==> src/rtl/ale_pkg.sv <==
// ale_pkg: shared types, constants and decode helpers for the load emulator
// used by every module under rtl; depends on nothing
`default_nettype none
package ale_pkg;

  localparam int unsigned PageBytesDefault = 4096;
  localparam int unsigned CfgIdxW = 1;

  typedef enum logic [CfgIdxW-1:0] {
    CFG_WINDOW_BASE  = 1'b0,
    CFG_WINDOW_BYTES = 1'b1
  } cfg_index_t;

  typedef enum logic {
    OP_FILL    = 1'b0,
    OP_EMULATE = 1'b1
  } op_t;

  typedef struct packed {
    logic        opcode;
    logic [31:0] instruction;
    logic [63:0] inst_address;
    logic [63:0] base_value;
    logic [8:0]  fill_index;
    logic [63:0] fill_data;
  } in_item_t;

  typedef struct packed {
    logic        handled;
    logic        dest1_enable;
    logic [4:0]  dest1_index;
    logic [63:0] dest1_value;
    logic        dest2_enable;
    logic [4:0]  dest2_index;
    logic [63:0] dest2_value;
    logic        writeback_enable;
    logic [4:0]  writeback_index;
    logic [63:0] writeback_value;
    logic [63:0] next_pc;
  } out_item_t;

  // instruction match patterns
  localparam logic [31:0] LdrUoff64  = 32'hF940_0000;
  localparam logic [31:0] LdrUoff32  = 32'hB940_0000;
  localparam logic [31:0] LdrPre64   = 32'hF840_0C00;
  localparam logic [31:0] LdrPre32   = 32'hB840_0C00;
  localparam logic [31:0] LdrPost64  = 32'hF840_0400;
  localparam logic [31:0] LdrPost32  = 32'hB840_0400;
  localparam logic [31:0] LdrLit64   = 32'h5800_0000;
  localparam logic [31:0] LdrLit32   = 32'h1800_0000;
  localparam logic [31:0] LdrswLit   = 32'h9800_0000;
  localparam logic [31:0] Ldp64      = 32'hA940_0000;
  localparam logic [31:0] Ldp32      = 32'h2940_0000;
  localparam logic [31:0] Ldur64     = 32'hF840_0000;
  localparam logic [31:0] Ldur32     = 32'hB840_0000;
  localparam logic [31:0] MaskUoff   = 32'hFFC0_0000;
  localparam logic [31:0] MaskIdx    = 32'hFFE0_0C00;
  localparam logic [31:0] MaskLit    = 32'hFF00_0000;
  localparam logic [4:0]  RegZr      = 5'd31;

  // classified work handed from front to back
  typedef struct packed {
    logic        fill;
    logic [8:0]  fill_index;
    logic [63:0] fill_data;
    logic        hit;         // recognized and inside the window
    logic        pair;
    logic        wide;        // 8-byte elements
    logic        sx;
    logic [12:0] offset;      // byte offset into window
    logic        d1_en;
    logic [4:0]  rt;
    logic        d2_en;
    logic [4:0]  rt2;
    logic        wb_en;
    logic [4:0]  rn;
    logic [63:0] wb_value;
    logic [63:0] pc;
  } work_t;

endpackage
`default_nettype wire

==> src/rtl/ale_queue.sv <==
// ale_queue: two-entry queue between the front and back parts
// depends on ale_pkg
`default_nettype none
module ale_queue (
  input  wire logic          clk,
  input  wire logic          rst,
  input  wire ale_pkg::work_t in_work,
  input  wire logic          in_valid,
  output logic               in_ready,
  output ale_pkg::work_t     out_work,
  output logic               out_valid,
  input  wire logic          out_ready
);

  ale_pkg::work_t slot [2];
  logic       wr_ptr;
  logic       rd_ptr;
  logic [1:0] count;
  logic       do_push;
  logic       do_pop;

  assign in_ready  = count != 2'd2;
  assign out_valid = count != 2'd0;
  assign out_work  = slot[rd_ptr];
  assign do_push   = in_valid && in_ready;
  assign do_pop    = out_valid && out_ready;

  // pointer and occupancy
  always_ff @(posedge clk) begin
    if (rst) begin
      wr_ptr <= 1'b0;
      rd_ptr <= 1'b0;
      count  <= 2'd0;
    end else begin
      if (do_push) wr_ptr <= !wr_ptr;
      if (do_pop)  rd_ptr <= !rd_ptr;
      count <= count + {1'b0, do_push} - {1'b0, do_pop};
    end
  end

  always_ff @(posedge clk) begin
    if (do_push) begin
      slot[wr_ptr] <= in_work;
    end
  end

  a_no_overflow: assert property (@(posedge clk) disable iff (rst)
    count <= 2'd2) else $error("queue count out of range");
  a_push_grows: assert property (@(posedge clk) disable iff (rst)
    do_push && !do_pop |=> count == $past(count) + 2'd1)
    else $error("push without pop did not grow queue");
  a_pop_shrinks: assert property (@(posedge clk) disable iff (rst)
    do_pop && !do_push |=> count == $past(count) - 2'd1)
    else $error("pop without push did not shrink queue");

endmodule
`default_nettype wire

==> config.mk <==
export PLATFORM = sky130hd
export DESIGN_NAME = ale_queue
export DESIGN_NICKNAME = d
export VERILOG_FILES = /design/src/rtl/ale_pkg.sv /design/src/rtl/ale_queue.sv
export SDC_FILE = /design/constraint.sdc
export NUM_CORES = 1
export LEC_CHECK = 0
export BUFFER_PORTS_ARGS = -buffer_cell sky130_fd_sc_hd__buf_4
export CELL_PAD_IN_SITES_DETAIL_PLACEMENT = 1
export CELL_PAD_IN_SITES_GLOBAL_PLACEMENT = 2
export CORE_AREA = 2 2 210 212
export CTS_CLUSTER_DIAMETER = 200
export DETAILED_ROUTE_END_ITERATION = 6
export DIE_AREA = 0 0 212 214
export PLACE_DENSITY = 0.79
export SETUP_SLACK_MARGIN = 0.02
export SKIP_CTS_REPAIR_TIMING = 1
export SLEW_MARGIN = 0
export SYNTH_ARGS = -nofsm -noshare
export SYNTH_HDL_FRONTEND = slang
export SYNTH_SLANG_ARGS = --single-unit
==> constraint.sdc <==
create_clock -name clk -period 15.6 [get_ports clk]
set_input_delay 3.12 -clock clk [delete_from_list [all_inputs] [get_ports clk]]
set_output_delay 3.12 -clock clk [all_outputs]
set_load 0.05 [all_outputs]
==> results.tsv <==
metric	value	unit
syn nets	1008	
Slew Viols, Final	0	
synth top area cells	edfxtp_1, mux2_2, buf_6	
placed insts	1812	
final hold viol count	0	
routability congestion estimate	0.799	
Clock Sinks	479	
WP data arrival	3.69	ns
dpl cell area	21600	um2
reg2reg start	count[0]	
Cell Chain, Critical Path	buf_4, buf_4, mux2_2, buf_4	
share of cells above drive strength 1	60.8	%
number of global-route vias before repair	10100	
H-tree levels	2	
Pwr Density	173	nW/um2
Mean Syn Cell Area	22.8	um2
num ports	480	
status	completed	
Worst EP required	12.48	ns
Hold Startpoint	rd_ptr	
max cap viols	0	
Die Height	214	um
DRC	0	
Starting Density	40.6	%
CP peak stage delay	0.84	ns
CTS root buf	clkbuf_16	
Core Area	42900	um2
number of synthesized flops with an enable pin	474	
WHS Path Cells	2	
f_max	147	MHz
Syn Inst Count	766	
die width	212	um
share of the synthesized area in the top cell type	81.7	%
Final min period	6.81	ns
final net count	1521	
clock-pin slew on the worst setup and hold paths	0.06	ns
Mapped Area	17400	um2
global-route wire length before repair	63700	um
Clock Skews	0.0179	ns
Final Cell Area	23200	um2
worst r2r path cells	4	
antenna viol nets, final	0	
Top FF cell, synth	edfxtp_1	
Via density	4.81	
CTS tree	built	
most common cell in the netlist	edfxtp_1	
Critical Path Most Common Cell	buf_4	
async set-reset flop share out of synthesis	0	%
Cell variety after synth	24	
synth warn	0	
Pre-antenna DRT Iters	4	
vias post-DR	9116	
Synth top cells by count	edfxtp_1, mux2_2, buf_6	
Max VDD drop	98.9	uV
RR Endpoint	slot[1][41]	
flop2flop setup slack	12.21	ns
num rows	76	
Die ar.	45400	um2
cell taking the most area after synthesis	edfxtp_1	
latest clock arrival within the worst-skew pair	0.57	ns
Pleak	8.53	nW
sequential fraction of the synthesis area	82.2	%
Setup TNS Final	0	ns
aggregate global-route resource usage	19.0	%
port buffer count	479	
Post-Layout Cell Count	1897	
Crit path buffers/inverters	3	
Layout area overhead	32.8	%
grt total ovfl	0	
# fillers	3901	
Worst Hold Class	reg -> reg	
Max FO, Critical Path	67	
Hold Path Sink	rd_ptr	
WL/cell	23.1	um
cts bufs inserted	50	
Clock Tree Buf Depth	3	
Post-Route WL	43800	um
number of DRC markers in iteration 0	419	
#FFs+latches synth	479	
Final Cycle Share	43.7	%
final core utilization	54.0	%
critical path class	reg -> out	
initial antenna violation count	4	
Worst slew margin	31.3	%
pin slew with the least headroom to its limit	1.03	ns
RSZ-0062 raised after global routing	no	
largest net degree at the start of global routing	97	
Setup crit start kind	flop	
# setup viols final	0	
hpwl dp	30100	um
CP endpoint kind	output pin	
slowest stage cell, crit path	buf_4	
kind of cell adding the most delay to the critical path	buffers and inverters	
state kept, by name, indices dropped and copies added (netlist names), named ones only:
register / cells
slot: 474
count: 2
rd_ptr: 1
wr_ptr: 1
cells by family (layout without fill, tap and decap cells):
logic type               count (synthesis)  after routing  share of synthesized area [%]
adder cells (fa/ha/maj)                  1              1                         0.0718
flip-flops                             479            479                           82.2
XOR/XNOR                                 1              1                         0.0503
AND/OR/NAND/NOR                         15             15                          0.503
other                                    0              2                              0
multiplexers                           237            237                           15.3
AO/OA/AOI/OAI                            6              6                          0.251
buffers and inverters                   27            571                           1.57
cell usage in the layout, fill, tap and decap left out, drive strengths merged, types with 4 or more instances in the layout:
cell | netlist | layout
buf | 26 | 487
bufinv | 0 | 5
clkbuf | 0 | 61
clkinv | 0 | 16
dfxtp | 5 | 5
edfxtp | 474 | 474
mux2 | 237 | 237
nor2 | 4 | 4
layer usage:
layer | GRT usage, % | vias up | wire length, um
li1 | - | 4087 | -
met1 | 21.1 | 4568 | 16000
met2 | 32.1 | 378 | 21700
met3 | 8.80 | 79 | 4830
met4 | 6.48 | 4 | 1250
met5 | 0 | - | 30
worst min-delay path, cell delays in order (launching register included):
cell	delay, ns
dfxtp_1	0.32
xor2_1	0.08
nor2_1	0.07
cell type report:
type / count / area, um2 / share of cell area, %
flip-flops and latches: 479 / 14300 / 61.9
repair buffers: 487 / 3660 / 15.8
multi-input cells: 260 / 2830 / 12.2
clock buffers: 61 / 1360 / 5.86
well taps: 585 / 732 / 3.16
clock inverters: 22 / 226 / 0.978
inverters: 1 / 11.3 / 0.0486
diodes: 2 / 5.00 / 0.0216
worst max path at each step:
stage / end / startpoint / depth (start not counted) / slack [ns]
after floorplan: slot[1][0] / in_valid / 1 / 6.40
after global placement: out_work[24] / flop / 4 / 9.31
after detailed placement: out_work[19] / flop / 4 / 9.29
after CTS: out_work[19] / flop / 4 / 8.65
after global routing: out_work[235] / flop / 4 / 8.52
final: out_work[235] / flop / 4 / 8.79
stage by stage:
step	total power [mW]	setup WS [ns]	hold WS, ns
6_report	4.00	8.79	0.511
5_1_grt	4.14	8.52	0.548
3_5_place_dp	2.87	9.29	0.505
4_1_cts	4.05	8.65	0.521
3_3_place_gp	2.86	9.31	0.488
2_1_floorplan	2.54	6.40	0.472
where the power goes:
group / switching, mW / leakage, nW / internal [mW]
logic: 0.826 / 3.28 / 0.398
registers: 0.0468 / 4.48 / 1.57
clock network: 0.469 / 0.775 / 0.693
total: 1.34 / 8.53 / 2.66
(Power assumes the default switching activity.)
